`src/sv/gsac_pkg.sv`:
```
// ----------------------------------------------------------------------------
// gsac_pkg
// Shared types and constants for the gamepad stick and auto-repeat
// conditioner: register indexes, reset values, field widths.
// ----------------------------------------------------------------------------
`default_nettype none

package gsac_pkg;

  // field widths
  localparam int unsigned PadW   = 16;
  localparam int unsigned BtnW   = 20;
  localparam int unsigned AxisW  = 8;
  localparam int unsigned CfgIdxW = 3;
  localparam int unsigned CfgDatW = 8;

  // register indexes on the configuration port
  localparam logic [CfgIdxW-1:0] CFG_DEADZONE        = 3'd0;
  localparam logic [CfgIdxW-1:0] CFG_PRESS_THRESHOLD = 3'd1;
  localparam logic [CfgIdxW-1:0] CFG_RELEASE_MARGIN  = 3'd2;
  localparam logic [CfgIdxW-1:0] CFG_REPEAT_DELAY    = 3'd3;
  localparam logic [CfgIdxW-1:0] CFG_REPEAT_INTERVAL = 3'd4;

  // register reset values
  localparam logic [4:0] RST_DEADZONE        = 5'd4;
  localparam logic [6:0] RST_PRESS_THRESHOLD = 7'd32;
  localparam logic [6:0] RST_RELEASE_MARGIN  = 7'd16;
  localparam logic [7:0] RST_REPEAT_DELAY    = 8'd15;
  localparam logic [7:0] RST_REPEAT_INTERVAL = 8'd4;

  // positions of the stick direction bits in the button word
  localparam int unsigned BIT_RIGHT = 16;
  localparam int unsigned BIT_LEFT  = 17;
  localparam int unsigned BIT_DOWN  = 18;
  localparam int unsigned BIT_UP    = 19;

  // configuration register set
  typedef struct packed {
    logic [4:0] deadzone;
    logic [6:0] press_threshold;
    logic [6:0] release_margin;
    logic [7:0] repeat_delay;
    logic [7:0] repeat_interval;
  } cfg_t;

endpackage : gsac_pkg

`default_nettype wire

```
`src/sv/gsac_axis.sv`:
```
// ----------------------------------------------------------------------------
// gsac_axis
// One stick axis: deadzone removal, press threshold and the extreme tracker
// with outward/inward hysteresis that lets a direction retrigger.
// ----------------------------------------------------------------------------
`default_nettype none

module gsac_axis (
  input  logic                clk,
  input  logic                rst_n,
  input  logic                upd,
  input  logic signed [7:0]   raw,
  input  gsac_pkg::cfg_t      cfg,
  input  logic                prev_pos,
  input  logic                prev_neg,
  output logic signed [7:0]   s_out,
  output logic                pos_bit,
  output logic                neg_bit
);
  import gsac_pkg::*;

  logic signed [7:0] ext_r, ext_nxt;
  logic              inw_r, inw_nxt;

  logic signed [8:0] raw_e, dz_e, s_dz, s_e, thr_e;
  logic signed [7:0] s;
  logic              hit_pos, hit_neg;
  logic              inw1;
  logic signed [9:0] s_w, x_w, m_w, d_up, d_dn;

  // deadzone toward zero, clamped at zero
  always_comb begin
    raw_e = {raw[7], raw};
    dz_e  = {4'b0, cfg.deadzone};
    s_dz  = 9'sd0;
    if (raw_e > 9'sd0) begin
      s_dz = raw_e - dz_e;
      if (s_dz < 9'sd0) s_dz = 9'sd0;
    end else if (raw_e < 9'sd0) begin
      s_dz = raw_e + dz_e;
      if (s_dz > 9'sd0) s_dz = 9'sd0;
    end
    s = s_dz[7:0];
  end

  // threshold and extreme tracking
  always_comb begin
    s_e     = {s[7], s};
    thr_e   = {2'b0, cfg.press_threshold};
    hit_pos = (s_e > thr_e);
    hit_neg = (s_e < -thr_e);
    ext_nxt = ext_r;
    inw1    = inw_r;
    if (hit_pos) begin
      if (!prev_pos)      ext_nxt = s;
      else if (!inw_r)    ext_nxt = (ext_r < s) ? s : ext_r;
      else                ext_nxt = (ext_r > s) ? s : ext_r;
    end else if (hit_neg) begin
      if (!prev_neg)      ext_nxt = s;
      else if (!inw_r)    ext_nxt = (ext_r > s) ? s : ext_r;
      else                ext_nxt = (ext_r < s) ? s : ext_r;
    end else begin
      ext_nxt = s;
      inw1    = 1'b0;
    end
  end

  // hysteresis: reversal past the margin flips direction state
  always_comb begin
    s_w     = {{2{s[7]}}, s};
    x_w     = {{2{ext_nxt[7]}}, ext_nxt};
    m_w     = {3'b0, cfg.release_margin};
    d_up    = s_w - x_w;
    d_dn    = x_w - s_w;
    pos_bit = hit_pos;
    neg_bit = hit_neg;
    inw_nxt = inw1;
    if (hit_pos) begin
      if (inw1 && (d_up > m_w)) begin
        pos_bit = 1'b0;
        inw_nxt = 1'b0;
      end
      if (d_dn > m_w) inw_nxt = 1'b1;
    end
    if (hit_neg) begin
      if (inw1 && (d_dn > m_w)) begin
        neg_bit = 1'b0;
        inw_nxt = 1'b0;
      end
      if (d_up > m_w) inw_nxt = 1'b1;
    end
  end

  assign s_out = s;

  // axis state
  always_ff @(posedge clk) begin
    if (!rst_n) begin
      ext_r <= '0;
      inw_r <= 1'b0;
    end else if (upd) begin
      ext_r <= ext_nxt;
      inw_r <= inw_nxt;
    end
  end

endmodule : gsac_axis

`default_nettype wire

```
`src/sv/gsac_repeat.sv`:
```
// ----------------------------------------------------------------------------
// gsac_repeat
// Edge detect and auto-repeat timing over the 20-bit button word: initial
// delay countdown, then a pulse every repeat interval while held.
// ----------------------------------------------------------------------------
`default_nettype none

module gsac_repeat (
  input  logic                          clk,
  input  logic                          rst_n,
  input  logic                          upd,
  input  logic [gsac_pkg::BtnW-1:0]     cur,
  input  gsac_pkg::cfg_t                cfg,
  output logic [gsac_pkg::BtnW-1:0]     prev,
  output logic [gsac_pkg::BtnW-1:0]     fresh,
  output logic [gsac_pkg::BtnW-1:0]     pulses
);
  import gsac_pkg::*;

  logic [BtnW-1:0]   prev_r;
  logic signed [8:0] rpt_r, rpt_nxt, rpt_dec;
  logic [7:0]        dly_r, dly_nxt, dly_dec;

  assign prev  = prev_r;
  assign fresh = cur & ~prev_r;

  // counter update and pulse selection
  always_comb begin
    rpt_nxt = rpt_r;
    dly_nxt = dly_r;
    rpt_dec = rpt_r - 9'sd1;
    dly_dec = dly_r - 8'd1;
    pulses  = '0;
    if (cur == '0) begin
      pulses = '0;
    end else if (cur != prev_r) begin
      pulses  = fresh;
      dly_nxt = cfg.repeat_delay;
      rpt_nxt = -9'sd1;
    end else if (!rpt_r[8]) begin
      if (rpt_dec != 9'sd0) begin
        rpt_nxt = rpt_dec;
      end else begin
        pulses  = cur;
        rpt_nxt = {1'b0, cfg.repeat_interval};
      end
    end else begin
      dly_nxt = dly_dec;
      if (dly_dec == 8'd0) begin
        pulses  = cur;
        rpt_nxt = {1'b0, cfg.repeat_interval};
      end
    end
  end

  // repeat state
  always_ff @(posedge clk) begin
    if (!rst_n) begin
      prev_r <= '0;
      rpt_r  <= '0;
      dly_r  <= '0;
    end else if (upd) begin
      prev_r <= cur;
      rpt_r  <= rpt_nxt;
      dly_r  <= dly_nxt;
    end
  end

endmodule : gsac_repeat

`default_nettype wire

```
`src/sv/gamepad_stick_and_autorepeat_conditioner_core.sv`:
```
// ----------------------------------------------------------------------------
// gamepad_stick_and_autorepeat_conditioner_core
// Conditions one controller frame per request: stick deadzone, direction
// bits with retrigger hysteresis, edge detect and button auto-repeat.
// ----------------------------------------------------------------------------
//  channel | ports                          | handshake
//  --------+--------------------------------+------------------------------
//  input   | in_pad_buttons, in_raw_stick_* | in_valid / in_ready
//  result  | out_current_buttons ... y_out  | out_valid / out_ready
//  config  | cfg_index, cfg_data            | cfg_wr_en, no wait
//
//  One frame per cycle sustained while the result side is not stalled; an
//  accepted frame moves through the input register, then the result register.
//  All conditioning runs in one pass between the two registers; state is
//  updated when a frame moves into the result register.
//  A stalled result holds in the result register while the input register
//  still takes one more frame. Reset is synchronous; no clearing pass.
// ----------------------------------------------------------------------------
`default_nettype none

module gamepad_stick_and_autorepeat_conditioner_core (
  input  logic                              clk,
  input  logic                              rst_n,
  // input frame channel
  input  logic                              in_valid,
  output logic                              in_ready,
  input  logic [gsac_pkg::PadW-1:0]         in_pad_buttons,
  input  logic signed [gsac_pkg::AxisW-1:0] in_raw_stick_x,
  input  logic signed [gsac_pkg::AxisW-1:0] in_raw_stick_y,
  // result channel
  output logic                              out_valid,
  input  logic                              out_ready,
  output logic [gsac_pkg::BtnW-1:0]         out_current_buttons,
  output logic [gsac_pkg::BtnW-1:0]         out_new_presses,
  output logic [gsac_pkg::BtnW-1:0]         out_repeat_pulses,
  output logic signed [gsac_pkg::AxisW-1:0] out_stick_x_out,
  output logic signed [gsac_pkg::AxisW-1:0] out_stick_y_out,
  // configuration write port
  input  logic                              cfg_wr_en,
  input  logic [gsac_pkg::CfgIdxW-1:0]      cfg_index,
  input  logic [gsac_pkg::CfgDatW-1:0]      cfg_data
);
  import gsac_pkg::*;

  cfg_t                     cfg_r;
  logic                     in_vld_r;
  logic [PadW-1:0]          pad_r;
  logic signed [AxisW-1:0]  x_r, y_r;
  logic                     out_vld_r;
  logic [BtnW-1:0]          cur_btn_r, new_r, rpt_r;
  logic signed [AxisW-1:0]  sx_out_r, sy_out_r;

  logic                     adv;
  logic [BtnW-1:0]          prev, fresh, pulses, cur;
  logic signed [AxisW-1:0]  sx, sy;
  logic                     right_bit, left_bit, up_bit, down_bit;

  // configuration registers
  always_ff @(posedge clk) begin
    if (!rst_n) begin
      cfg_r.deadzone        <= RST_DEADZONE;
      cfg_r.press_threshold <= RST_PRESS_THRESHOLD;
      cfg_r.release_margin  <= RST_RELEASE_MARGIN;
      cfg_r.repeat_delay    <= RST_REPEAT_DELAY;
      cfg_r.repeat_interval <= RST_REPEAT_INTERVAL;
    end else if (cfg_wr_en) begin
      unique case (cfg_index)
        CFG_DEADZONE:        cfg_r.deadzone        <= cfg_data[4:0];
        CFG_PRESS_THRESHOLD: cfg_r.press_threshold <= cfg_data[6:0];
        CFG_RELEASE_MARGIN:  cfg_r.release_margin  <= cfg_data[6:0];
        CFG_REPEAT_DELAY:    cfg_r.repeat_delay    <= cfg_data;
        CFG_REPEAT_INTERVAL: cfg_r.repeat_interval <= cfg_data;
        default: ;
      endcase
    end
  end

  // pipeline flow control
  assign adv      = in_vld_r && (!out_vld_r || out_ready);
  assign in_ready = !in_vld_r || adv;

  // input register
  always_ff @(posedge clk) begin
    if (!rst_n) begin
      in_vld_r <= 1'b0;
    end else if (in_ready) begin
      in_vld_r <= in_valid;
    end
  end

  always_ff @(posedge clk) begin
    if (in_valid && in_ready) begin
      pad_r <= in_pad_buttons;
      x_r   <= in_raw_stick_x;
      y_r   <= in_raw_stick_y;
    end
  end

  // horizontal axis: right positive, left negative
  gsac_axis u_axis_x (
    .clk      (clk),
    .rst_n    (rst_n),
    .upd      (adv),
    .raw      (x_r),
    .cfg      (cfg_r),
    .prev_pos (prev[BIT_RIGHT]),
    .prev_neg (prev[BIT_LEFT]),
    .s_out    (sx),
    .pos_bit  (right_bit),
    .neg_bit  (left_bit)
  );

  // vertical axis: up positive, down negative
  gsac_axis u_axis_y (
    .clk      (clk),
    .rst_n    (rst_n),
    .upd      (adv),
    .raw      (y_r),
    .cfg      (cfg_r),
    .prev_pos (prev[BIT_UP]),
    .prev_neg (prev[BIT_DOWN]),
    .s_out    (sy),
    .pos_bit  (up_bit),
    .neg_bit  (down_bit)
  );

  assign cur = {up_bit, down_bit, left_bit, right_bit, pad_r};

  // edge detect and auto-repeat
  gsac_repeat u_repeat (
    .clk    (clk),
    .rst_n  (rst_n),
    .upd    (adv),
    .cur    (cur),
    .cfg    (cfg_r),
    .prev   (prev),
    .fresh  (fresh),
    .pulses (pulses)
  );

  // result register
  always_ff @(posedge clk) begin
    if (!rst_n) begin
      out_vld_r <= 1'b0;
    end else if (adv) begin
      out_vld_r <= 1'b1;
    end else if (out_ready) begin
      out_vld_r <= 1'b0;
    end
  end

  always_ff @(posedge clk) begin
    if (adv) begin
      cur_btn_r <= cur;
      new_r     <= fresh;
      rpt_r     <= pulses;
      sx_out_r  <= sx;
      sy_out_r  <= sy;
    end
  end

  assign out_valid           = out_vld_r;
  assign out_current_buttons = cur_btn_r;
  assign out_new_presses     = new_r;
  assign out_repeat_pulses   = rpt_r;
  assign out_stick_x_out     = sx_out_r;
  assign out_stick_y_out     = sy_out_r;

endmodule : gamepad_stick_and_autorepeat_conditioner_core

`default_nettype wire

```
`config.mk`:
```
export PLATFORM = sky130hd
export DESIGN_NAME = gamepad_stick_and_autorepeat_conditioner_core
export DESIGN_NICKNAME = d
export VERILOG_FILES = /design/src/sv/gsac_pkg.sv /design/src/sv/gsac_axis.sv /design/src/sv/gsac_repeat.sv /design/src/sv/gamepad_stick_and_autorepeat_conditioner_core.sv
export SDC_FILE = /design/constraint.sdc
export NUM_CORES = 1
export LEC_CHECK = 0
export BUFFER_PORTS_ARGS = -buffer_cell sky130_fd_sc_hd__buf_2
export CORE_UTILIZATION = 55
export CTS_CLUSTER_SIZE = 30
export DETAILED_ROUTE_END_ITERATION = 8
export PLACE_DENSITY = 0.73
export SYNTH_ARGS = -nofsm -noshare
export SYNTH_HDL_FRONTEND = slang
export SYNTH_SLANG_ARGS = --single-unit
```
`constraint.sdc`:
```
create_clock -name clk -period 27.7 [get_ports clk]
set_clock_uncertainty 0.1 [all_clocks]
set_input_delay 4.155 -clock clk [delete_from_list [all_inputs] [get_ports clk]]
set_output_delay 4.155 -clock clk [all_outputs]
set_load 0.1 [all_outputs]
```
==> impl_results.md <==
* Die H at 155 um
* Reg clk slew, reported paths at about 0.080 ns
* Pleak at slightly above 0.006 uW
* Filler instances at around 2.0k
* Top post-synthesis cells by area: edfxtp_1 25%, ha_1 15%, dfxtp_1 14%
* MaxCap Viol Count at 0
* Area grow syn2layout at 11.7%
* Status: complete, no violations
* Critical path class: reg -> reg
* Vias in the first global route at 10.3k
* Final slew viol count at 0
* CP Launch Type: flop
* Storage cell area at between 5000 and 6000 um2
* Sw Ratio at around two fifths
* Setup TNS at 0 ns
* Most frequent cell on the critical path: ha_1
* Avg Inst Size Synth at approximately 9.4 um2
* Endpoint class of the critical path: flop
* EDFF count, synth at roughly 110
* Syn Nets at between 1.5k and 2k
* Register area share after synthesis at approximately two fifths
* Tmin final at 11.01 ns
* DR vias at approximately 11k
* DRC Markers at 0
* Chip width at 155 um
* Sequential Power Share at between 30% and 40%
* FF+latch count, synth at 200
* Final hold vios at 0
* Critical Path AT at ~11 ns
* Die ar. at 24,100 um2
* CTS H-tree lvls at 4
* Cell count after placement at roughly 1.8k
* Iteration-0 DRC Markers at 683
* Multi-input gate area at 7220 um2
* Clock sink total at 200
* Post-Syn Area at ~13,000 um2
* Yosys cell types at 88
* Overflow left after global routing at 0
* Min-delay worst type: reg -> reg
* Initial antenna violation count at 0
* Post-layout nets at approximately 1.7k
* Post-synth ARST share at 0%
* Post-Layout Cell Count at about 1.8k
* Layout cells sized above 1 at a little over an eighth
* Clk network pwr share at slightly below 30%
* Post-DR vias/cell at between 5 and 6
* Top-count cell post-synth: nand2_1
* NetSw at approximately 370 uW
* Drt total wl at ~32 mm
* Yosys top cell area share at between 20% and 30%
* Initial Util at 56.6%
* CTS-repair resized insts at 0
* # Post-CTS Setup Buffers at 0
* Total GRT Usage at a little over a quarter
* CTS tree: built
* Boundary Pins at between 100 and 150
* WP data required at between 20 and 30 ns
* Placeable Area at between 20,000 and 25,000 um2
* Rel. slew slack at a little under a quarter
* First-pass GRT wire length at approximately 50 mm
* Number of I/O port buffers at between 100 and 150
* Maximum vdd ir drop at 0.0000346 V
* Final cycle utilization of the critical path at between 30% and 40%
* Worst skew pair latency at about 0.46 ns
* Crit path largest cell delay at approximately 0.75 ns
* Largest fanout on the critical path at 22
* Comb pwr share at between 30% and 40%
* Num CTS Buffers at 17
* Prevailing post-synth register cell: edfxtp_1
* Antenna viol nets, final at 0
* Worst slew pin tran at ~1.2 ns
* YS warnings at 0
* Root buffer cell: clkbuf_16
* Area leader, netlist: edfxtp_1
* FMAX at around 91 MHz
* Largest net degree at the start of global routing at 93
* CTS max path bufs at 2
* ANT cells at 0
* Cell row count at 55
* WL/cell at between 15 and 20 um
* Pre-antenna DRT Iters at 5
* Power Density at approximately 65 nW/um2
* RSZ-0062 raised after global routing: no
* Cells after synthesis at around 1.4k
* Hold-fix buffers at CTS at 0
* Placer congestion estimate at 0.915
* HPWL after DPL at 23.3 mm
* Post-synth top cells: 175 x nand2_1, 150 x ha_1, 130 x a21oi_1
* Worst path slowest cell: o311ai_0
* Internal at 579 uW
* Setup violators final at 0
-- per-layer routing --
metal / wire, um / vias up / GRT usage (%)
li1: - / 5224 / -
met1: 13700 / 4996 / 34.1
met2: 15700 / 366 / 46.6
met3: 1830 / 68 / 4.21
met4: 829 / 0 / 10.3
met5: 0 / - / 0
-- final timing paths --
kind / cells after the start / slack, ns / startpoint / to
worst max-delay path: 42 / 16.69 / x_r[0] / u_repeat.dly_r[0]
worst min-delay path: 2 / 0.36 / u_repeat.prev[19] / u_repeat.prev[19]
worst max register to register: 42 / 16.69 / x_r[0] / u_repeat.dly_r[0]
worst min register to register: 2 / 0.36 / u_repeat.prev[19] / u_repeat.prev[19]
-- cell type report --
type                    instances  share of cell area (%)
clock inverters                15                    1.66
inverters                     105                    2.74
flip-flops and latches        200                    35.2
repair buffers                134                    4.79
well taps                     313                    2.71
multi-input cells            1022                    50.0
clock buffers                  17                    2.94
-- through the flow --
step	util [%]	total power, uW	worst slack, ns	cell area [um2]	hold slack, ns
6_report	63.3	947	16.69	14500	0.357
5_1_grt	63.3	998	15.98	14500	0.370
4_1_cts	63.3	948	16.82	14500	0.358
3_5_place_dp	60.4	674	16.94	13800	0.347
3_3_place_gp	60.4	666	17.47	13800	0.342
2_1_floorplan	-	604	18.40	12900	0.333
-- critical path: cells and delay by family (launching register included) --
kind                       cells  cell delay (ns)
DFF                            1             0.42
and+or+nand+nor               13             2.56
xor gates and xnor gates       2             0.18
buffers and inverters          2             0.24
adders and majority gates      7             2.25
AOI/OAI and AO/OA             18             5.16
-- state kept, by name, indices dropped and copies added, names as in the netlist --
signal	flops
u_repeat.dly_r	8
out_current_buttons	20
cfg_r	35
y_r	8
out_new_presses	20
u_axis_x.inw_r	1
u_repeat.rpt_r	9
pad_r	16
out_repeat_pulses	20
u_repeat.prev	20
u_axis_x.ext_r	8
u_axis_y.inw_r	1
x_r	8
u_axis_y.ext_r	8
out_valid	1
out_stick_x_out	8
in_vld_r	1
out_stick_y_out	8
-- logic make-up after synthesis --
kind of cell	share of synthesized area, %
fa+ha+maj	15.7
mux	3.04
compound gates	18.5
flops	39.3
xor+xnor	2.23
buf+inv	4.89
simple gates	16.3
-- power groups by stage --
stage / registers (uW) / logic [uW] / clock network (uW)
6_report: 344 / 329 / 274
2_1_floorplan: 394 / 210 / 0
4_1_cts: 344 / 326 / 277
5_1_grt: 346 / 363 / 289
3_5_place_dp: 351 / 323 / 0
3_3_place_gp: 351 / 316 / 0
-- cell usage in the layout (no fill, tap or decap), types with 12 or more instances in the layout --
master,n
dfxtp_1,92
o21a_1,15
nand3_1,50
nor2_1,80
xor2_1,12
xnor2_1,21
ha_1,150
nand2_1,175
o21ai_0,46
edfxtp_1,108
a21o_1,20
nand2b_1,14
clkbuf_16,17
o211ai_1,15
inv_1,102
nor2b_1,20
nor3_1,19
a21oi_1,130
nand4_1,17
mux2i_1,37
buf_2,125
nor4_1,15
(Power assumes the default switching activity.)
